### config.mk
export PLATFORM = sky130hd
export DESIGN_NAME = bpns_mul
export DESIGN_NICKNAME = d
export VERILOG_FILES = /design/src/bpns_pkg.sv /design/src/bpns_mul.sv
export SDC_FILE = /design/constraint.sdc
export NUM_CORES = 2
export LEC_CHECK = 0
export BUFFER_PORTS_ARGS = -buffer_cell sky130_fd_sc_hd__buf_2
export CORE_UTILIZATION = 55
export CTS_BUF_LIST = sky130_fd_sc_hd__clkbuf_2 sky130_fd_sc_hd__clkbuf_4 sky130_fd_sc_hd__clkbuf_8
export CTS_CLUSTER_DIAMETER = 50
export CTS_CLUSTER_SIZE = 30
export DETAILED_ROUTE_END_ITERATION = 10
export PLACE_DENSITY_LB_ADDON = 0.2
export SYNTH_ARGS = -nofsm -noshare
export SYNTH_HDL_FRONTEND = slang
export SYNTH_SLANG_ARGS = --single-unit
### constraint.sdc
create_clock -name i_clk -period 13.3 [get_ports i_clk]
set_input_delay 0.665 -clock i_clk [delete_from_list [all_inputs] [get_ports i_clk]]
set_output_delay 0.665 -clock i_clk [all_outputs]
set_load 0.005 [all_outputs]
### src/bpns_pkg.sv
package bpns_pkg;

    localparam int CORDIC_STAGES = 32;
    localparam int CS_W          = $clog2(CORDIC_STAGES + 1);

    localparam logic [63:0] SMAX    = 64'h7FFF_FFFF_FFFF_FFFF;
    localparam logic [63:0] ONE_Q32 = 64'h0000_0001_0000_0000;
    localparam logic [63:0] LN2_Q32 = 64'd2977044472;
    localparam logic [63:0] LN2_X31 = 64'd92288378632;   // 31*ln2, exp saturates here
    localparam logic signed [35:0] HALF_PI_Q30 = 36'sd1686629713;
    localparam logic signed [35:0] PI_Q30      = 36'sd3373259426;
    localparam logic signed [63:0] COS_MIN_Q30 = 64'sd1073742;

    // status codes
    localparam logic [2:0] ST_OK      = 3'd0;
    localparam logic [2:0] ST_BAD     = 3'd1;
    localparam logic [2:0] ST_VERT    = 3'd2;
    localparam logic [2:0] ST_FLAT    = 3'd3;
    localparam logic [2:0] ST_NOCONV  = 3'd4;

    // register indexes
    localparam logic [2:0] CFG_GRAVITY  = 3'd0;
    localparam logic [2:0] CFG_DRAG     = 3'd1;
    localparam logic [2:0] CFG_TOL      = 3'd2;
    localparam logic [2:0] CFG_MAX_STEP = 3'd3;
    localparam logic [2:0] CFG_PITCH    = 3'd4;
    localparam logic [2:0] CFG_MAX_ITER = 3'd5;

    // cordic modes
    localparam logic CM_VECTOR = 1'b0;
    localparam logic CM_ROTATE = 1'b1;

    typedef struct packed {
        logic start;
        logic mode;
    } t_cordic_req;

    function automatic logic [31:0] f_atan(input logic [CS_W-1:0] i);
        logic [31:0] v;
        case (i)
            0:  v = 32'h3243F6A8;
            1:  v = 32'h1DAC6705;
            2:  v = 32'h0FADBAFC;
            3:  v = 32'h07F56EA6;
            4:  v = 32'h03FEAB76;
            5:  v = 32'h01FFD55B;
            6:  v = 32'h00FFFAAA;
            7:  v = 32'h007FFF55;
            8:  v = 32'h003FFFEA;
            9:  v = 32'h001FFFFD;
            10: v = 32'h000FFFFF;
            11: v = 32'h0007FFFF;
            12: v = 32'h0003FFFF;
            13: v = 32'h0001FFFF;
            14: v = 32'h0000FFFF;
            15: v = 32'h00007FFF;
            16: v = 32'h00003FFF;
            17: v = 32'h00001FFF;
            18: v = 32'h00000FFF;
            19: v = 32'h000007FF;
            20: v = 32'h000003FF;
            21: v = 32'h000001FF;
            22: v = 32'h000000FF;
            23: v = 32'h0000007F;
            24: v = 32'h0000003F;
            25: v = 32'h0000001F;
            26: v = 32'h0000000F;
            27: v = 32'h00000008;
            28: v = 32'h00000004;
            29: v = 32'h00000002;
            30: v = 32'h00000001;
            default: v = 32'h0;
        endcase
        return v;
    endfunction

    function automatic logic [63:0] f_mag(input logic signed [63:0] v);
        return v[63] ? 64'(-v) : 64'(v);
    endfunction

    // rounded Q32.32 product from a raw magnitude product, saturating
    function automatic logic signed [63:0] f_smul_fin(input logic [127:0] p,
                                                      input logic neg);
        logic [127:0] r;
        logic [63:0]  m;
        r = p + 128'h8000_0000;
        if (|r[127:95]) m = SMAX;
        else            m = r[95:32];
        return neg ? -$signed(m) : $signed(m);
    endfunction

    function automatic logic signed [63:0] f_sadd(input logic signed [63:0] a,
                                                  input logic signed [63:0] b);
        logic signed [64:0] s;
        logic signed [64:0] lim;
        s   = {a[63], a} + {b[63], b};
        lim = $signed({1'b0, SMAX});
        if (s > lim)  return $signed(SMAX);
        if (s < -lim) return -$signed(SMAX);
        return s[63:0];
    endfunction

endpackage

### src/bpns_mul.sv
// 64x64 unsigned multiply, one 32x32 partial product per cycle
module bpns_mul (
    input  logic         i_clk,
    input  logic         i_rst_n,
    input  logic         i_start,
    input  logic [63:0]  i_a,
    input  logic [63:0]  i_b,
    output logic         o_done,
    output logic [127:0] o_prod
);
    import bpns_pkg::*;

    logic [63:0]  r_a, r_b;
    logic [127:0] r_acc;
    logic [1:0]   r_cnt;
    logic         r_busy, r_done;
    logic [31:0]  w_pa, w_pb;
    logic [63:0]  w_pp;
    logic [127:0] w_sh;

    always_comb begin
        w_pa = r_cnt[1] ? r_a[63:32] : r_a[31:0];
        w_pb = r_cnt[0] ? r_b[63:32] : r_b[31:0];
        w_pp = w_pa * w_pb;
        case (r_cnt)
            2'd0:    w_sh = {64'b0, w_pp};
            2'd3:    w_sh = {w_pp, 64'b0};
            default: w_sh = {32'b0, w_pp, 32'b0};
        endcase
    end

    always_ff @(posedge i_clk) begin
        if (!i_rst_n) begin
            r_busy <= 1'b0;
            r_done <= 1'b0;
            r_cnt  <= 2'd0;
        end else begin
            if (i_start) begin
                r_a    <= i_a;
                r_b    <= i_b;
                r_acc  <= '0;
                r_cnt  <= 2'd0;
                r_busy <= 1'b1;
                r_done <= 1'b0;
            end else if (r_busy) begin
                r_acc  <= r_acc + w_sh;
                r_cnt  <= r_cnt + 2'd1;
                r_busy <= (r_cnt != 2'd3);
                r_done <= (r_cnt == 2'd3);
            end else begin
                r_done <= 1'b0;
            end
        end
    end

    assign o_done = r_done;
    assign o_prod = r_acc;
endmodule

======== After elaboration in Yosys (flattened, before gate mapping) ========
Index checks and enable logic that the tools add are counted.
operators by class
  add/subtract/negate cells ............... 2
  $mul .................................... 1
  div/mod/pow operators ................... 0
  magnitude comparators ................... 0
  equality and inequality tests ........... 2
  shifts and indexed selects .............. 0
  multiplexer cells ....................... 6
  bitwise operators ....................... 2
  reductions and logical operators ........ 6
operators with widths
  kind                 count
  $pmux 128 s2         1
  $add 128x128->128    1
  $mux 128             1
  $mul 32x32->64       1
  $mux 32              2
  $reduce_and 2->1     2
  $reduce_or 3->1      1
  $add 2x1->2 const B  1
  $eq 2x2->1 const B   1
  $logic_not 2->1      1
  $mux 1               2
  $ne 2x2->1 const B   1
  $not 1->1            2
  $reduce_bool 2->1    1
  $reduce_or 2->1      1
storage, ports and cells
  register bits after elaboration ......... 260
  latch bits .............................. 0
  bits in writable memories ............... 0
  ROM bits ................................ 0
  input bits .............................. 131
  output and inout bits ................... 129
  word-level logic and storage cells ...... 25
  memories kept ........................... 0

======== Depth between registers and ports, before layout ========
  depth after elaboration ................. 5
  mapped depth ............................ 45
  depth with buffers taken out ............ 40

======== Worst setup path after synthesis ========
Ideal clock, no wire load.
  path kind ............................... register to register
  start point ............................. register r_cnt[1]
  end point ............................... register r_acc[125] (netlist: o_prod[125]) (data pin)
  setup time .............................. 0.260 ns
  arrival time ............................ 11.182 ns
  data required time ...................... 13.040 ns
  path slack .............................. 1.859 ns
  stages on the path, launching flop included .. 42
  path buffers ............................ 5
  period minus slack after synthesis ...... 11.441 ns
  path through ............................ dfxtp_1 clkbuf_1 clkbuf_1 clkbuf_1 mux2i_1 clkbuf_1 nor2_1 fa_1 fa_1 inv_1 fa_1 fa_1 inv_1 fa_1 fa_1 fa_1 fa_1 ha_1 (+6 left out) a31oi_2 a311oi_2 o41ai_1 o21ai_0 nand3_1 a32o_1 ha_1 a21o_1 a21o_1 a221oi_1 o31ai_1 a21oi_1 o2bb2ai_1 nand2b_1 nand3_1 a31o_2 a221oi_1 mux2_2
on the way
  word-level cells in the longest chain between the ends .. 5
  elaborated cells on any way between the ends .. 7
RTL lines
  element                 RTL line        RTL
  from (decl)             bpns_mul.sv:15  logic [1:0] r_cnt;
  from (signal assigned)  bpns_mul.sv:47  r_cnt <= r_cnt + 2'd1;
  $mux 32                 bpns_mul.sv:22  w_pa = r_cnt[1] ? r_a[63:32] : r_a[31:0];
  $mul 32x32->64          bpns_mul.sv:24  w_pp = w_pa * w_pb;
  $pmux 128 s2 (*)        bpns_mul.sv:25  case (r_cnt)
  $add 128x128->128 (*)   bpns_mul.sv:46  r_acc <= r_acc + w_sh;
  $mux 128 (*)            bpns_mul.sv:45  end else if (r_busy) begin
  to (signal assigned)    bpns_mul.sv:46
  to (decl)               bpns_mul.sv:14  logic [127:0] r_acc;
Mark *: on every way between the ends. The rest lies on a longest branch, timed or not. The select of a mux whose other input is x is not followed.
A chain may end at the register's enable or synchronous reset.

======== Worst setup path in the final report ========
  start point ............................. register r_cnt[0]
  end point ............................... register r_acc[116] (netlist: o_prod[116]) (data pin)
on the way
  word-level cells in the longest chain between the ends .. 5
  elaborated cells on any way between the ends .. 7
RTL lines
  element                RTL line        RTL
  $mux 32                bpns_mul.sv:23  w_pb = r_cnt[0] ? r_b[63:32] : r_b[31:0];
  $mul 32x32->64         bpns_mul.sv:24
  $pmux 128 s2 (*)       bpns_mul.sv:25
  $add 128x128->128 (*)  bpns_mul.sv:46
  $mux 128 (*)           bpns_mul.sv:45
Marked as above.

==> metrics.md <==
| Metric | Value |
|---|---|
| Die Ht | 306 µm |
| Status | complete, no violations |
| TritonCTS clock tree | yes |
| Initial antenna violation count | 9 |
| Synthesized area | 0.0509 mm² |
| Pin count of the biggest net entering global routing | 75 |
| Clk sinks | 260 |
| Post-route DRC | 0 |
| Seq cells post-synth | 260 |
| Critical Path End | o_prod[116] |
| Crit path DAT | 13.35 ns |
| Post-synthesis sequential area ratio | 0.153 |
| Post-synth EDFFs | 256 |
| GPL Wtd Cong | 1.03 |
| Clk buf depth | 3 |
| Slew headroom | 0.244 |
| Worst Skew | 0.0643 ns |
| Slowest cell delay on critical path | 0.64 ns |
| I/O Buffers | 259 |
| Worst-path clk slew | 0.11 ns |
| Drt total wl | 182 mm |
| Final worst slack | 0.424 ns |
| Required @ worst endpoint | 13.78 ns |
| Antenna Nets Post-Route | 0 |
| Number of cells on the worst reg-to-reg path | 39 |
| Min-Delay Path Class | input port to register |
| Most used cell, CP | fa_1 |
| Synth warnings | 0 |
| Global-route wire length before repair | 275 mm |
| Setup violators final | 0 |
| Total CTS buffers | 42 |
| Root buffer cell | clkbuf_8 |
| Worst slew pin tran | 1.13 ns |
| Crit-path slowest cell | fa_1 |
| Fin. Hold Viols | 0 |
| Synth-to-Final Area Change | 8.55% |
| Minimum clock period | 12.88 ns |
| RR Startpoint | r_cnt[0] |
| CP Launch Point | r_cnt[0] |
| Top FF cell, synth | edfxtp_1 |
| Mapped Cells | 5680 |
| RSZ-0062 raised after global routing | false |
| DRT iter0 DRCs | 4468 |
| First-pass DRT Iterations | 6 |
| H-Tree Depth | 2 |
| Max Cap Viol | 0 |
| Synth async-reset ratio | 0 |
| Synth Area per Inst | 8.95 µm² |
| Reg-to-reg endpoint | o_prod[116] |
| # fillers | 8062 |
| Nets | 7301 |
| Vias in the first global route | 44200 |
| GRT Total Usage | 0.395 |
| Worst Path Max Fanout | 25 |
| Vias per Instance | 6.07 |
| Fraction of layout cells with a size suffix above 1 | 0.106 |
| Total congestion overflow | 0 |
| Syn Nets | 7107 |
| Post-CTS Hold Fix Bufs | 0 |
| Core region area | 0.0917 mm² |
| Worst slack, placed | 0.367 ns |
| Clock latency on the worst-skew pair | 0.76 ns |
| Max Clk Rate | 77.7 MHz |
| Final period util | 0.968 |
| DR WL/cell | 25.6 µm |
| Crit Path Class | register to register |
| Flop-to-flop setup slack | 0.42 ns |
| Die X | 306 µm |
| TNS Setup | 0 ns |
| # IOs | 260 |
| Via count | 43000 |
| Die area | 0.0937 mm² |
| DP Wirelength | 151 mm |
| Initial core utilization | 0.555 |
| Row count | 111 |
| CP Capture Type | register |
| Startpoint Class | register |
| Slew Limit Fails | 0 |
| Synth unique cells | 78 |
## worst min path at each step
stage | start | endpoint | slack (ns) | depth (start not counted)
5_1_grt | i_b[44] | r_b[44] | 0.06 | 1
2_1_floorplan | r_busy | o_done | 0.46 | 2
3_3_place_gp | r_busy | o_done | 0.56 | 2
6_report | i_a[17] | r_a[17] | 0.07 | 1
3_5_place_dp | r_busy | o_done | 0.56 | 2
4_1_cts | i_b[45] | r_b[45] | 0.03 | 1
## through the flow
step,instance area (µm²),utilization,instances,hold WS (ns)
after detailed placement,54000,0.589,7010,0.565
after floorplan,50900,-,5680,0.460
after CTS,55100,0.601,7088,0.0299
after global routing,55200,0.602,7094,0.0575
final,55200,0.602,7096,0.0736
after global placement,54000,0.589,7010,0.562
## cell usage after synthesis (13+ instances only)
cell type	number	share of area
inv_1	924	0.068
fa_1	897	0.35
nor2_1	840	0.062
nand2_1	643	0.047
ha_1	399	0.098
a21oi_1	285	0.028
edfxtp_1	256	0.15
clkbuf_1	242	0.018
o21ai_0	158	0.016
xnor2_1	116	0.020
a21o_1	77	0.011
and2_1	77	0.0095
nand4_1	69	0.0085
mux2i_1	63	0.012
mux2_2	62	0.014
o21bai_1	61	0.0090
xor2_1	57	0.0098
a22o_1	50	0.0086
nor3_1	47	0.0046
nand3_1	39	0.0038
a31oi_1	32	0.0039
nor2b_1	21	0.0026
and3_1	18	0.0022
a21boi_0	17	0.0025
o31ai_1	17	0.0025
o211ai_1	15	0.0022
nand2b_1	13	0.0016
## registers in the layout, summed over array words and instances (netlist names)
name	count
o_done	1
r_a	64
r_b	64
r_busy	1
r_cnt	2
o_prod	128
## cell type report
| type | count | area [µm²] | share of cell area |
|---|---|---|---|
| timing repair buffer | 415 | 2580 | 0.0468 |
| multi-input combinational | 4230 | 38800 | 0.703 |
| inverter | 925 | 3470 | 0.0629 |
| tap | 1186 | 1480 | 0.0269 |
| clock inverter | 33 | 453 | 0.00821 |
| sequential | 260 | 7770 | 0.141 |
| clock buffer | 45 | 607 | 0.0110 |
| antenna | 2 | 5.00 | 0.0000907 |
## timing repair
item / CTS / global route
endpoints found under the setup margin: 0 / 2
endpoints found under the hold margin: 0 / 0
buffers inserted: 0 / 6
resized for setup: 0 / 6
## cells by family after synthesis
logic type | after synthesis | share of synthesized area
AND/OR/NAND/NOR | 1808 | 0.148
XOR/XNOR | 173 | 0.0298
AO/OA/AOI/OAI | 817 | 0.101
adder cells (fa/ha/maj) | 1296 | 0.451
buffers and inverters | 1190 | 0.0883
multiplexers | 136 | 0.0286
flip-flops | 260 | 0.153
## cell usage in the layout (no fill, tap or decap), types with 148 or more instances in the layout
cell	count
a21oi_1	285
buf_2	258
buf_4	148
edfxtp_1	256
fa_1	897
ha_1	398
inv_1	924
nand2_1	643
nor2_1	840
o21ai_0	158
## critical path, delay by kind of cell (launching register included)
kind / cells / cell delay [ns]
flip-flops: 1 / 0.43
AND/OR/NAND/NOR: 2 / 0.47
buffers and inverters: 5 / 0.97
adder cells (fa/ha/maj): 10 / 4.91
multiplexers: 2 / 0.61
AO/OA/AOI/OAI: 19 / 5.10
XOR/XNOR: 1 / 0.18
## metal layers
| metal | track usage | wire (µm) | vias up |
|---|---|---|---|
| li1 | - | - | 18500 |
| met1 | 0.520 | 69900 | 21400 |
| met2 | 0.604 | 79700 | 2572 |
| met3 | 0.0950 | 20200 | 521 |
| met4 | 0.214 | 11900 | 8 |
| met5 | 0 | 53 | - |
Power is not shown: default switching activity piles up to over one toggle a cycle in this logic, so the estimate is an artifact.
