`config.mk`:
```
export PLATFORM = sky130hd
export DESIGN_NAME = bpns_div
export DESIGN_NICKNAME = d
export VERILOG_FILES = /design/src/bpns_pkg.sv /design/src/bpns_div.sv
export SDC_FILE = /design/constraint.sdc
export NUM_CORES = 1
export LEC_CHECK = 0
export CORE_MARGIN = 10
export CORE_UTILIZATION = 59
export DETAILED_ROUTE_END_ITERATION = 8
export DONT_BUFFER_PORTS = 1
export GPL_TIMING_DRIVEN = 1
export MAX_ROUTING_LAYER = met4
export PLACE_DENSITY = 0.78
export SLEW_MARGIN = 10
export SYNTH_ARGS = -nofsm -noshare
export SYNTH_HDL_FRONTEND = slang
export SYNTH_SLANG_ARGS = --single-unit
```
`constraint.sdc`:
```
create_clock -name i_clk -period 5.4 [get_ports i_clk]
set_input_delay 0 -clock i_clk [delete_from_list [all_inputs] [get_ports i_clk]]
set_output_delay 0 -clock i_clk [all_outputs]
set_load 0.05 [all_outputs]
```
`src/bpns_pkg.sv`:
```
package bpns_pkg;

    localparam int CORDIC_STAGES = 32;
    localparam int CS_W          = $clog2(CORDIC_STAGES + 1);

    localparam logic [63:0] SMAX    = 64'h7FFF_FFFF_FFFF_FFFF;
    localparam logic [63:0] ONE_Q32 = 64'h0000_0001_0000_0000;
    localparam logic [63:0] LN2_Q32 = 64'd2977044472;
    localparam logic [63:0] LN2_X31 = 64'd92288378632;   // 31*ln2, exp saturates here
    localparam logic signed [35:0] HALF_PI_Q30 = 36'sd1686629713;
    localparam logic signed [35:0] PI_Q30      = 36'sd3373259426;
    localparam logic signed [63:0] COS_MIN_Q30 = 64'sd1073742;

    // status codes
    localparam logic [2:0] ST_OK      = 3'd0;
    localparam logic [2:0] ST_BAD     = 3'd1;
    localparam logic [2:0] ST_VERT    = 3'd2;
    localparam logic [2:0] ST_FLAT    = 3'd3;
    localparam logic [2:0] ST_NOCONV  = 3'd4;

    // register indexes
    localparam logic [2:0] CFG_GRAVITY  = 3'd0;
    localparam logic [2:0] CFG_DRAG     = 3'd1;
    localparam logic [2:0] CFG_TOL      = 3'd2;
    localparam logic [2:0] CFG_MAX_STEP = 3'd3;
    localparam logic [2:0] CFG_PITCH    = 3'd4;
    localparam logic [2:0] CFG_MAX_ITER = 3'd5;

    // cordic modes
    localparam logic CM_VECTOR = 1'b0;
    localparam logic CM_ROTATE = 1'b1;

    typedef struct packed {
        logic start;
        logic mode;
    } t_cordic_req;

    function automatic logic [31:0] f_atan(input logic [CS_W-1:0] i);
        logic [31:0] v;
        case (i)
            0:  v = 32'h3243F6A8;
            1:  v = 32'h1DAC6705;
            2:  v = 32'h0FADBAFC;
            3:  v = 32'h07F56EA6;
            4:  v = 32'h03FEAB76;
            5:  v = 32'h01FFD55B;
            6:  v = 32'h00FFFAAA;
            7:  v = 32'h007FFF55;
            8:  v = 32'h003FFFEA;
            9:  v = 32'h001FFFFD;
            10: v = 32'h000FFFFF;
            11: v = 32'h0007FFFF;
            12: v = 32'h0003FFFF;
            13: v = 32'h0001FFFF;
            14: v = 32'h0000FFFF;
            15: v = 32'h00007FFF;
            16: v = 32'h00003FFF;
            17: v = 32'h00001FFF;
            18: v = 32'h00000FFF;
            19: v = 32'h000007FF;
            20: v = 32'h000003FF;
            21: v = 32'h000001FF;
            22: v = 32'h000000FF;
            23: v = 32'h0000007F;
            24: v = 32'h0000003F;
            25: v = 32'h0000001F;
            26: v = 32'h0000000F;
            27: v = 32'h00000008;
            28: v = 32'h00000004;
            29: v = 32'h00000002;
            30: v = 32'h00000001;
            default: v = 32'h0;
        endcase
        return v;
    endfunction

    function automatic logic [63:0] f_mag(input logic signed [63:0] v);
        return v[63] ? 64'(-v) : 64'(v);
    endfunction

    // rounded Q32.32 product from a raw magnitude product, saturating
    function automatic logic signed [63:0] f_smul_fin(input logic [127:0] p,
                                                      input logic neg);
        logic [127:0] r;
        logic [63:0]  m;
        r = p + 128'h8000_0000;
        if (|r[127:95]) m = SMAX;
        else            m = r[95:32];
        return neg ? -$signed(m) : $signed(m);
    endfunction

    function automatic logic signed [63:0] f_sadd(input logic signed [63:0] a,
                                                  input logic signed [63:0] b);
        logic signed [64:0] s;
        logic signed [64:0] lim;
        s   = {a[63], a} + {b[63], b};
        lim = $signed({1'b0, SMAX});
        if (s > lim)  return $signed(SMAX);
        if (s < -lim) return -$signed(SMAX);
        return s[63:0];
    endfunction

endpackage

```
`src/bpns_div.sv`:
```
// 128/64 unsigned restoring divide, one quotient bit per cycle; quotient
// saturates to SMAX, overflow and zero divisor handled up front
module bpns_div (
    input  logic         i_clk,
    input  logic         i_rst_n,
    input  logic         i_start,
    input  logic [127:0] i_num,
    input  logic [63:0]  i_den,
    output logic         o_done,
    output logic [63:0]  o_quo
);
    import bpns_pkg::*;

    logic [63:0] r_rem, r_lo, r_quo, r_den;
    logic [6:0]  r_cnt;
    logic        r_busy, r_done;
    logic [64:0] w_r65, w_sub;
    logic        w_ge, w_ovf;

    always_comb begin
        w_r65 = {r_rem, r_lo[63]};
        w_ge  = w_r65 >= {1'b0, r_den};
        w_sub = w_r65 - {1'b0, r_den};
        w_ovf = (i_den == 64'd0) || (i_num[127:64] >= i_den);
    end

    always_ff @(posedge i_clk) begin
        if (!i_rst_n) begin
            r_busy <= 1'b0;
            r_done <= 1'b0;
            r_cnt  <= '0;
        end else begin
            if (i_start) begin
                r_den  <= i_den;
                r_lo   <= i_num[63:0];
                r_rem  <= i_num[127:64];
                r_cnt  <= '0;
                r_done <= w_ovf;
                r_busy <= !w_ovf;
                if (w_ovf) begin
                    r_quo <= (i_num == 128'd0) ? 64'd0 : SMAX;
                end else begin
                    r_quo <= '0;
                end
            end else if (r_busy) begin
                r_lo   <= {r_lo[62:0], 1'b0};
                r_rem  <= w_ge ? w_sub[63:0] : w_r65[63:0];
                r_quo  <= {r_quo[62:0], w_ge};
                r_cnt  <= r_cnt + 7'd1;
                r_busy <= (r_cnt != 7'd63);
                r_done <= (r_cnt == 7'd63);
            end else begin
                r_done <= 1'b0;
            end
        end
    end

    assign o_done = r_done;
    assign o_quo  = r_quo[63] ? SMAX : r_quo;
endmodule

```
After elaboration in Yosys (flattened, before gate mapping):

Index checks and enable logic that the tools add are counted.

* bits in latches: 0
* output and inout bits: 65
* bits of input ports: 195
* word-level logic and storage cells: 36
* register bits after elaboration: 265
* RAM bits: 0
* bits in read-only memories: 0
* memories: 0

* mux-type cells: 14
* $mul: 0
* bitwise operators: 1
* equal/unequal tests: 2
* div/mod/pow operators: 0
* shift operators: 0
* reductions and logical operators: 8
* add/subtract/negate cells: 2
* magnitude comparators: 2

Operators with widths (count)
* $mux 64: 7
* $mux 63: 3
* $logic_not 128->1: 1
* $ge 65x64->1: 1
* $ge 64x64->1: 1
* $logic_not 64->1: 1
* $sub 64x64->64: 1
* $add 7x1->7 const B: 1
* $eq 7x6->1 const B: 1
* $ne 7x6->1 const B: 1
* $mux 1: 4
* $reduce_and 2->1: 2
* $reduce_bool 2->1: 1
* $reduce_or 2->1: 1
* $logic_not 1->1: 1
* $logic_or 1x1->1: 1
* $not 1->1: 1

Depth between registers and ports, before layout:

Gate-level depths: netlist of the first run.

* depth in word-level cells: 4
* gate-level depth with buffers: 15
* mapped depth without buffers: 14

Worst setup path before layout of the first run:

No wires, ideal clock.

* path type: register to register
* from: reg r_busy
* to: reg r_busy
* buffers on the path: 1
* library setup time: 84 ps
* stages on the path, launching flop included: 5
* data required time: 5316 ps
* arrival: 5460 ps
* path slack: -145 ps
* clock period less this slack: 5545 ps
* cell sequence: dfxtp_1 > clkbuf_1 > o21a_1 > o41ai_1 > nor2_1

* word-level cells in the longest chain between the ends: 2

Ends and longest elaborated chain
* start, declared: RTL line bpns_div.sv:16 `logic r_busy, r_done;`
* start signal, assigned: RTL line bpns_div.sv:39 `r_busy <= !w_ovf;`
* start signal, assigned: RTL line bpns_div.sv:50 `r_busy <= (r_cnt != 7'd63);`
* $mux 1: RTL line bpns_div.sv:45 `end else if (r_busy) begin`
* $mux 1: RTL line bpns_div.sv:33 `if (i_start) begin`

No other way between the ends.
A chain may end at the register's enable or synchronous reset.

Final worst setup path of the first run:

* from: reg r_rem[19]
* to: reg r_rem[20], data pin

* word-level cells in the longest chain between the ends: 4
* elaborated cells between the ends (all ways): 5
* classes of those cells: 1 x add/sub; 1 x order compare; 3 x mux

Ends and longest elaborated chain
* start, declared: RTL line bpns_div.sv:14 `logic [63:0] r_rem, r_lo, r_quo, r_den;`
* start signal, assigned: RTL line bpns_div.sv:36 `r_rem <= i_num[127:64];`
* start signal, assigned: RTL line bpns_div.sv:47 `r_rem <= w_ge ? w_sub[63:0] : w_r65[63:0];`
* $sub 64x64->64 or $ge 65x64->1 (tied branches): RTL line bpns_div.sv:23, bpns_div.sv:22
* $mux 64 *: RTL line bpns_div.sv:47
* $mux 64 *: RTL line bpns_div.sv:45
* $mux 64 *: RTL line bpns_div.sv:33

Mark *: on every way between the ends. The rest lies on a longest branch, timed or not. The select of a mux whose other input is x is not followed.

==> results.py, run 1 <==
metrics = {
    "setup_path": {
        "start_kind": "flip-flop",
        "worstPathArrival_ns": 4.64,
        "r2r_slack_ns": 1.09,
        "worst_path_largest_cell_delay_ns": 0.74,
        "criticalPathCategory": "reg2reg",
        "required_ns": 5.73,
        "r2r_cells": 13,
        "crit_path_cell_trace": "ha_1 > a21oi_1 > o21ai_0 > a221oi_2 > o311ai_1 > nor3_2 > nand3_2 > a31oi_4 > buf_4 > nor2_1 > a21oi_1 > o21ai_0 > dlygate4sd3_1",
        "worst_path_max_delay_cell": "buf_4",
        "cp_max_fo": 92,
        "rr_startpoint": "r_rem[19]$_DFFE_PP_",
        "reg2reg_to": "r_rem[20]$_DFFE_PP_",
        "end_kind": "flip-flop",
    },
    "global_routing": {
        "grt-ovfl-total": 0,
        "grt_pass1_vias": 14800,
        "antenna_found_initial": 2,
        "grt_max_degree": 158,
        "grt_usage_pct": 30.3,
        "grt_pass1_wl_um": 85700,
    },
    "floorplan": {
        "die_height_um": 192,
        "die-area_um2": 37000,
        "die_width_um": 192,
        "num_rows": 63,
        "num_io_pins": 260,
        "core_area_um2": 29500,
        "start_util_pct": 59.4,
    },
    "yosys": {
        "syn_inst": 1742,
        "ys_top_cells_by_area": "edfxtp_1 44%, ha_1 9.2%, mux2_2 5.6%, inv_1 4.7%, o21ai_0 3.9%",
        "yosysUniqueCellTypes": 82,
        "synth-warning-count": 0,
        "syn_nets": 2067,
        "synthesis.area_um2": 17500,
        "netlist_top_cells_count": "256 x edfxtp_1, 217 x inv_1, 137 x o21ai_0, 129 x ha_1, 117 x a21oi_1",
        "ys_seq_area_share_pct": 44.9,
        "yosysMostFrequentCell": "edfxtp_1",
        "ys.flop_type": "edfxtp_1",
        "ys_ff_latch": 265,
        "syn-mean-instance-area_um2": 10.1,
        "async_flop_share_pct": 0,
        "synth_top_area_cell": "edfxtp_1",
        "synth_top_area_share_pct": 43.9,
        "synth_enable_flop_cells": 256,
    },
    "cts": {
        "h-tree-depth": 1,
        "cts_root_buf": "clkbuf_16",
        "post_cts_buffers": 0,
        "ctsResizeCount": 0,
        "clock_sinks": 265,
        "clk_path_buf_depth": 3,
        "clock_latency_ns": 0.59,
        "cts.clk_slew.worst_paths_ns": 0.07,
        "cts_buffers": 30,
        "cts_tree": "done",
    },
    "power_and_ir_drop": {
        "p_leak_uw": 0.00846,
        "powerDensity_nw_per_um2": 308,
        "peakVddDrop_uv": 308,
    },
    "timing": {
        "fin_skew_ns": 0.0102,
        "max_freq_mhz": 232,
        "worst_slew_pin_slew_ns": 1.50,
        "finalHoldViolCount": 0,
        "report.final.setup_viol": 0,
        "post-route-period-util_pct": 79.7,
        "min_period_ns": 4.31,
        "slew_violations": 2,
        "grt_setup_unrepaired": "false",
        "fin_setup_tns_ns": 0,
        "maxSlewHeadroom_pct": -1.17,
    },
    "detailed_routing": {
        "ant_nets": 0,
        "drc_errors": 0,
        "first_pass_iters": 5,
        "wire_per_inst_um": 24.2,
        "num_vias": 14700,
        "routed_wl_um": 56200,
        "vias_per_cell": 6.32,
        "drt-initial-drc-count": 1376,
    },
    "layout": {
        "layout-drive-gt1-share_pct": 12.2,
        "utilization_pct": 70.7,
        "area_growth_pct": 19.0,
        "fin_nets": 2237,
        "final_cells": 2328,
    },
    "place": {
        "numPortBuffers": 0,
        "dp_hpwl_um": 36300,
        "gp_congestion": 0.969,
        "dp_cells": 2057,
    },
    "min_path": {
        "min_to": "r_quo[14]$_DFFE_PP_",
        "hold_class": "in2reg",
        "holdCritStartpoint": "i_start",
        "hold_depth": 2,
    },
    "status": {
        "violations": "capacitance limit, slew limit",
        "outcome": "finished, violations left",
    },
    "run": {
        "drv_cap": 1,
    },
}
## final cells by class
| class | instances | area, µm² |
|---|---|---|
| Antenna cell | 2 | 5.00 |
| Clock buffer | 33 | 762 |
| Clock inverter | 23 | 241 |
| Fill cell | 2133 | 8630 |
| Inverter | 218 | 818 |
| Multi-Input combinational cell | 1177 | 8450 |
| Sequential cell | 265 | 7870 |
| Tap cell | 390 | 488 |
| Timing Repair Buffer | 220 | 2210 |
## through the flow
| step | worst slack (ns) | area, µm² | hold WS [ns] | power [µW] |
|---|---|---|---|---|
| floorplan | 1.91 | 17500 | 0.0989 | 3800 |
| global placement | 1.55 | 17700 | 0.0991 | 4040 |
| detailed placement | 1.53 | 17700 | 0.0991 | 4080 |
| CTS | 1.17 | 20800 | 0.0226 | 6350 |
| global route | 0.841 | 20800 | 0.0275 | 6660 |
| finish | 1.09 | 20800 | 0.0336 | 6410 |
## worst max-delay path: cells and delay by family, from the launching register on
kind	cells	cell delay, ns
AOI/OAI and AO/OA	7	1.54
buffers and inverters	2	1.31
and+or+nand+nor	3	0.40
DFF	1	0.39
adders and majority gates	1	0.37
## kinds of logic (layout without fill, tap and decap cells)
| kind of cell | Yosys count | count (layout) | share of synthesized area [%] |
|---|---|---|---|
| other cells | 1 | 3 | 0.0214 |
| xor+xnor | 57 | 57 | 2.85 |
| mux | 98 | 98 | 6.25 |
| flops | 265 | 265 | 44.9 |
| buf+inv | 300 | 494 | 6.89 |
| compound gates | 463 | 463 | 16.7 |
| fa+ha+maj | 130 | 130 | 9.33 |
| simple gates | 428 | 428 | 13.1 |
## power by group
group	leakage (µW)	switching, µW	total [µW]	internal (µW)
logic	0.00547	1030	1730	696
registers	0.00250	77.8	2550	2470
clock network	0.000482	922	2130	1210
## flip-flops by register name (all words and copies together), names as in the netlist
| signal | count |
|---|---|
| r_rem | 64 |
| o_done | 1 |
| r_lo | 64 |
| r_cnt | 7 |
| r_den | 64 |
| r_busy | 1 |
| r_quo | 64 |
## layout by cell type (no fill, tap or decap), drive strengths merged, types with 9 or more instances in the layout
| cell | netlist | routed |
|---|---|---|
| a211oi | 11 | 11 |
| a21boi | 9 | 9 |
| a21o | 64 | 64 |
| a21oi | 119 | 119 |
| clkbuf | 39 | 33 |
| clkinv | 1 | 15 |
| dfxtp | 9 | 9 |
| dlygate4sd3 | 0 | 212 |
| edfxtp | 256 | 256 |
| ha | 129 | 129 |
| inv | 217 | 219 |
| mux2 | 88 | 88 |
| mux2i | 10 | 10 |
| nand2 | 107 | 107 |
| nand3 | 17 | 17 |
| nand4 | 53 | 53 |
| nor2 | 57 | 57 |
| nor2b | 11 | 11 |
| nor3 | 17 | 17 |
| nor4 | 62 | 62 |
| o211ai | 19 | 19 |
| o21a | 28 | 28 |
| o21ai | 156 | 156 |
| o21bai | 14 | 14 |
| or2 | 66 | 66 |
| xnor2 | 32 | 32 |
| xor2 | 25 | 25 |
## metal layers
metal | GRT usage [%] | up-vias | wire length (µm)
li1 | - | 6676 | -
met1 | 38.3 | 7128 | 22500
met2 | 48.6 | 744 | 26900
met3 | 5.17 | 166 | 4710
met4 | 10.2 | 0 | 2080
met5 | - | - | 0
## worst max-delay path by stage
stage | start | end | depth (start not counted)
2_1_floorplan | r_busy$_SDFF_PN0_ | r_busy$_SDFF_PN0_ | 4
3_3_place_gp | r_lo[63]$_DFFE_PP_ | r_rem[58]$_DFFE_PP_ | 14
4_1_cts | r_lo[63]$_DFFE_PP_ | r_rem[56]$_DFFE_PP_ | 15
5_1_grt | r_rem[19]$_DFFE_PP_ | r_rem[20]$_DFFE_PP_ | 13
6_report | r_rem[19]$_DFFE_PP_ | r_rem[20]$_DFFE_PP_ | 13
3_5_place_dp | r_lo[63]$_DFFE_PP_ | r_rem[58]$_DFFE_PP_ | 14
## repair_timing
action	in CTS	in global routing
endpoints found under the hold margin	265	0
setup endpoints to repair	0	0
hold buffers	213	0
(Power assumes the default switching activity.)
==> run 2, diff against run 1 <==
- clock period: 5.4 -> 3.85 ns (I/O delays scaled with it)
==> results.py, run 2 (synthesized netlist as in run 1, its figures left out) <==
metrics = {
    "setup_path": {
        "criticalPathCategory": "reg2reg",
        "crit_path_cell_trace": "ha_1 > a21oi_1 > o21ai_0 > a221oi_2 > o311ai_1 > nor3_2 > nand3_2 > a31oi_4 > buf_12 > o21ai_1 > o21a_1 > dlygate4sd3_1",
        "worstPathArrival_ns": 4.04,
        "required_ns": 4.18,
        "worst_path_max_delay_cell": "dlygate4sd3_1",
        "cp_max_fo": 38,
        "worst_path_largest_cell_delay_ns": 0.55,
        "end_kind": "flip-flop",
        "start_kind": "flip-flop",
    },
    "floorplan": {
        "num_io_pins": 260,
        "die-area_um2": 37000,
        "die_height_um": 192,
        "start_util_pct": 59.4,
        "num_rows": 63,
        "core_area_um2": 29500,
        "die_width_um": 192,
    },
    "global_routing": {
        "grt_pass1_vias": 14600,
        "grt_pass1_wl_um": 84000,
        "grt-ovfl-total": 0,
        "grt_max_degree": 181,
        "grt_usage_pct": 29.5,
        "antenna_found_initial": 2,
    },
    "timing": {
        "slew_violations": 0,
        "fin_skew_ns": 0.0142,
        "whs_ns": 0.00359,
        "report.final.setup_viol": 0,
        "min_period_ns": 3.71,
        "finalHoldViolCount": 0,
        "grt_setup_unrepaired": "false",
        "post-route-period-util_pct": 96.3,
        "maxSlewHeadroom_pct": 27.8,
        "setup_ws_ns": 0.141,
        "max_freq_mhz": 270,
        "fin_setup_tns_ns": 0,
        "worst_slew_pin_slew_ns": 1.08,
    },
    "layout": {
        "design_area_um2": 20900,
        "area_growth_pct": 19.5,
        "layout_commonest_cell": "edfxtp_1",
        "fin_nets": 2230,
        "n_antenna_cell": 0,
        "layout-drive-gt1-share_pct": 13.2,
        "layout_common_cells": "256 x edfxtp_1, 217 x inv_1, 197 x dlygate4sd3_1, 137 x o21ai_0, 127 x ha_1",
        "n_fill_cell": 2145,
    },
    "detailed_routing": {
        "num_vias": 14700,
        "vias_per_cell": 6.32,
        "first_pass_iters": 7,
        "wire_per_inst_um": 23.8,
        "ant_nets": 0,
        "routed_wl_um": 55100,
        "drc_errors": 0,
        "drt-initial-drc-count": 1554,
    },
    "power_and_ir_drop": {
        "pwr-share-clk_pct": 34.0,
        "seq_power_share_pct": 39.3,
        "power.share.combinational_pct": 26.7,
        "powerDensity_nw_per_um2": 435,
        "switching_share_pct": 31.1,
        "p_int_uw": 6280,
        "p_leak_uw": 0.00849,
        "power_switching_uw": 2830,
        "peakVddDrop_uv": 379,
    },
    "place": {
        "dpl_cell_area_um2": 17700,
        "gp_congestion": 0.971,
        "dp_hpwl_um": 35800,
        "dp_slack_ns": 0.200,
        "numPortBuffers": 0,
    },
    "cts": {
        "cts_root_buf": "clkbuf_16",
        "clk_path_buf_depth": 3,
        "clock_sinks": 265,
        "h-tree-depth": 1,
        "cts_buffers": 30,
        "cts.clk_slew.worst_paths_ns": 0.06,
        "clock_latency_ns": 0.59,
        "cts_tree": "done",
    },
    "status": {
        "outcome": "completed",
    },
    "min_path": {
        "hold_class": "in2reg",
    },
    "run": {
        "drv_cap": 0,
    },
}
## run 2: cell types whose count changed in the layout (fill, tap and decap cells not counted), sizes merged
cell	before	now
buf	8	15
diode	2	0
clkinv	15	13
bufinv	4	6
dlygate4sd3	212	197
## run 2: per-stage QoR
step                      power, µW  utilization, %  cells
after global placement         5690            60.2   2061
after CTS                      9000            70.5   2314
after detailed placement       5730            60.2   2061
final                          9110            71.0   2318
after global routing           9480            71.0   2318
after floorplan                5330               -   1742
## run 2: worst max-delay path: cells and delay by family (launching register included)
family	cells	cell delay, ns
AND/OR/NAND/NOR	2	0.30
adder cells (fa/ha/maj)	1	0.40
buffers and inverters	2	0.80
AO/OA/AOI/OAI	7	1.52
flip-flops	1	0.40
## run 2: per-layer routing
| metal | GRT usage [%] | part of all wire, % |
|---|---|---|
| met5 | - | 0 |
| met3 | 4.84 | 8.9 |
| met1 | 37.9 | 40 |
| met2 | 46.8 | 48 |
| met4 | 10.2 | 3.8 |
## run 2: path summary, 6_finish.rpt
kind | startpoint | to | slack [ns] | cells past startpoint
max reg2reg | r_rem[19]$_DFFE_PP_ | r_rem[29]$_DFFE_PP_ | 0.14 | 12
min reg2reg | r_cnt[6]$_SDFFE_PP0P_ | r_cnt[6]$_SDFFE_PP0P_ | 0.51 | 2
max | r_rem[19]$_DFFE_PP_ | r_rem[29]$_DFFE_PP_ | 0.14 | 12
min | i_start | r_quo[63]$_SDFFCE_PP0P_ | 0.004 | 2
## run 2: final cells by class
type	instances	area [µm²]	share of cell area (%)
Clock buffer	32	758	3.62
Clock inverter	23	295	1.41
Inverter	218	818	3.91
Multi-Input combinational cell	1177	8530	40.7
Sequential cell	265	7870	37.6
Tap cell	390	488	2.33
Timing Repair Buffer	213	2180	10.4
## run 2: what timing repair did
action / 4_1_cts / 5_1_grt
setup buffers: 0 / 3
hold endpoints to repair: 278 / 0
gates resized for setup: 0 / 16
hold buffers: 198 / 0
setup endpoints to repair: 0 / 4
## run 2: power groups by stage
stage          Sequential [µW]  Combinational [µW]  Clock, µW
4_1_cts                   3570                2340       3090
6_report                  3580                2430       3100
5_1_grt                   3600                2650       3230
3_3_place_gp              3620                2070          0
3_5_place_dp              3620                2100          0
2_1_floorplan             3600                1740          0
==> run 3, diff against run 2 <==
- ABC_AREA: unset -> 1
==> results.py, run 3 <==
metrics = {
    "yosys": {
        "synth_enable_flop_cells": 256,
        "synth_top_area_cell": "edfxtp_1",
        "syn-mean-instance-area_um2": 7.05,
        "ys.flop_type": "edfxtp_1",
        "syn_nets": 3188,
        "synth_top_area_share_pct": 38.1,
        "synth-warning-count": 0,
        "syn_inst": 2863,
        "yosysUniqueCellTypes": 41,
        "ys_seq_area_share_pct": 39.0,
        "netlist_top_cells_count": "1257 x nand2_1, 496 x inv_1, 256 x edfxtp_1, 129 x ha_1, 120 x nor2_1",
        "yosysMostFrequentCell": "nand2_1",
        "synthesis.area_um2": 20200,
        "ys_top_cells_by_area": "edfxtp_1 38%, nand2_1 23%, inv_1 9.2%, ha_1 8.0%, nand3_1 2.8%",
        "async_flop_share_pct": 0,
        "ys_ff_latch": 265,
    },
    "detailed_routing": {
        "ant_nets": 0,
        "drt-initial-drc-count": 2401,
        "num_vias": 20000,
        "routed_wl_um": 73900,
        "wire_per_inst_um": 21.0,
        "vias_per_cell": 5.69,
        "drc_errors": 0,
        "first_pass_iters": 6,
    },
    "setup_path": {
        "worst_path_max_delay_cell": "ha_1",
        "path_common_cell": "nand2_4",
        "cp_max_fo": 24,
        "crit_path_start": "r_rem[7]$_DFFE_PP_",
        "worstPathArrival_ns": 3.40,
        "r2r_slack_ns": 0.79,
        "criticalPathCategory": "reg2reg",
        "reg2reg_to": "r_rem[49]$_DFFE_PP_",
        "crit_path_cell_trace": "ha_1 > nand2_2 > nor2_2 > nand3_1 > nand3_2 > nand2_2 > nand2_4 > nand2_2 > nand2_4 > nand2_4 > nand2_4 > buf_4 > nand3_1 > nand2_1 > nand2_1",
        "end_kind": "flip-flop",
        "worst_path_largest_cell_delay_ns": 0.42,
        "required_ns": 4.19,
        "rr_startpoint": "r_rem[7]$_DFFE_PP_",
        "start_kind": "flip-flop",
        "crit_end": "r_rem[49]$_DFFE_PP_",
        "r2r_cells": 15,
    },
    "cts": {
        "cts_buffers": 30,
        "clk_path_buf_depth": 3,
        "cts.clk_slew.worst_paths_ns": 0.07,
        "clock_sinks": 265,
        "h-tree-depth": 1,
        "clock_latency_ns": 0.59,
        "cts_tree": "done",
        "cts_hold_buf": 213,
        "post_cts_buffers": 0,
        "ctsResizeCount": 0,
        "cts_root_buf": "clkbuf_16",
    },
    "place": {
        "dp_cells": 3255,
        "numPortBuffers": 0,
        "dp_hpwl_um": 50200,
        "gp_congestion": 1.04,
    },
    "timing": {
        "fin_skew_ns": 0.0156,
        "slew_violations": 0,
        "min_period_ns": 3.06,
        "max_freq_mhz": 327,
        "report.final.setup_viol": 0,
        "grt_setup_unrepaired": "false",
        "fin_setup_tns_ns": 0,
        "worst_slew_pin_slew_ns": 1.02,
        "finalHoldViolCount": 0,
        "post-route-period-util_pct": 79.5,
        "maxSlewHeadroom_pct": 32.0,
        "whs_ns": 0.0171,
    },
    "power_and_ir_drop": {
        "powerDensity_nw_per_um2": 420,
        "p_leak_uw": 0.0121,
        "peakVddDrop_uv": 453,
    },
    "layout": {
        "layout_common_cells": "1256 x nand2_1, 494 x inv_1, 256 x edfxtp_1, 212 x dlygate4sd3_1, 129 x ha_1",
        "layout-drive-gt1-share_pct": 6.37,
        "fin_nets": 3377,
        "layout_commonest_cell": "nand2_1",
        "area_growth_pct": 16.9,
        "final_cells": 3525,
    },
    "min_path": {
        "hold_class": "in2reg",
    },
    "floorplan": {
        "die_width_um": 205,
        "core_area_um2": 33600,
        "start_util_pct": 60.0,
        "num_rows": 67,
        "num_io_pins": 260,
        "die_height_um": 205,
        "die-area_um2": 42000,
    },
    "global_routing": {
        "grt-ovfl-total": 0,
        "grt_usage_pct": 35.5,
        "grt_max_degree": 133,
        "grt_pass1_wl_um": 113000,
        "grt_pass1_vias": 19700,
        "antenna_found_initial": 2,
    },
    "run": {
        "drv_cap": 0,
    },
    "status": {
        "outcome": "completed",
    },
}
run 3: cell count changes after synthesis, sizes merged, moves of 25 or more:
cell    change
xor2       -25
nor2       +85
nand3     +111
a21o       -61
nand3b     +54
mux2       -88
inv       +297
o21ai     -144
a21oi      -50
o21a       -25
nand2    +1165
run 3: worst min path at each step:
stage	start	end	slack, ns	cells after the start
after global routing	i_den[59]	r_den[59]$_DFFE_PP_	0.03	1
after floorplan	i_den[0]	r_den[0]$_DFFE_PP_	0.1	0
after global placement	i_den[51]	r_den[51]$_DFFE_PP_	0.1	0
after CTS	i_start	r_quo[57]$_DFFE_PP_	0.01	3
final	i_start	r_quo[56]$_DFFE_PP_	0.02	3
after detailed placement	i_den[51]	r_den[51]$_DFFE_PP_	0.1	0
run 3: cell families (layout without fill, tap and decap cells):
logic type	Yosys count	count (layout)	synth area share, %
simple gates	1763	1763	37.7
buf+inv	582	794	11.4
flops	265	265	39.0
fa+ha+maj	130	130	8.10
compound gates	91	91	2.41
xor+xnor	31	31	1.35
other cells	1	3	0.0186
run 3: critical path: cells and delay by family (launching register included):
family                   cells  cell delay, ns
adder cells (fa/ha/maj)      1            0.42
flip-flops                   1            0.39
buffers and inverters        1            0.35
AND/OR/NAND/NOR             13            1.63
run 3: routing by layer:
| metal | vias up | wire length (µm) | GRT usage, % |
|---|---|---|---|
| li1 | 9287 | - | - |
| met3 | 214 | 7780 | 7.46 |
| met4 | 0 | 2850 | 12.5 |
| met2 | 1269 | 34500 | 56.1 |
| met5 | - | 0 | - |
| met1 | 9278 | 28800 | 44.3 |
run 3: stage by stage:
stage	power (µW)	worst slack, ns	cell area (µm²)	util (%)
global placement	6680	0.818	20500	60.9
detailed placement	6740	0.856	20500	60.9
floorplan	6010	0.638	20200	-
global route	10300	0.625	23600	70.2
finish	9920	0.788	23600	70.2
CTS	9720	0.831	23600	70.2
run 3: area by class of cell:
| type | instances | area [µm²] |
|---|---|---|
| tap | 448 | 561 |
| sequential | 265 | 7870 |
| fill | 2580 | 10000 |
| timing repair buffer | 224 | 2240 |
| inverter | 515 | 1940 |
| clock buffer | 34 | 766 |
| antenna | 2 | 5.00 |
| multi-input combinational | 2016 | 10000 |
| clock inverter | 21 | 191 |
run 3: power breakdown:
part           internal (µW)  switching, µW
Clock                   1570           1300
Combinational           1070           2300
Sequential              3540            140
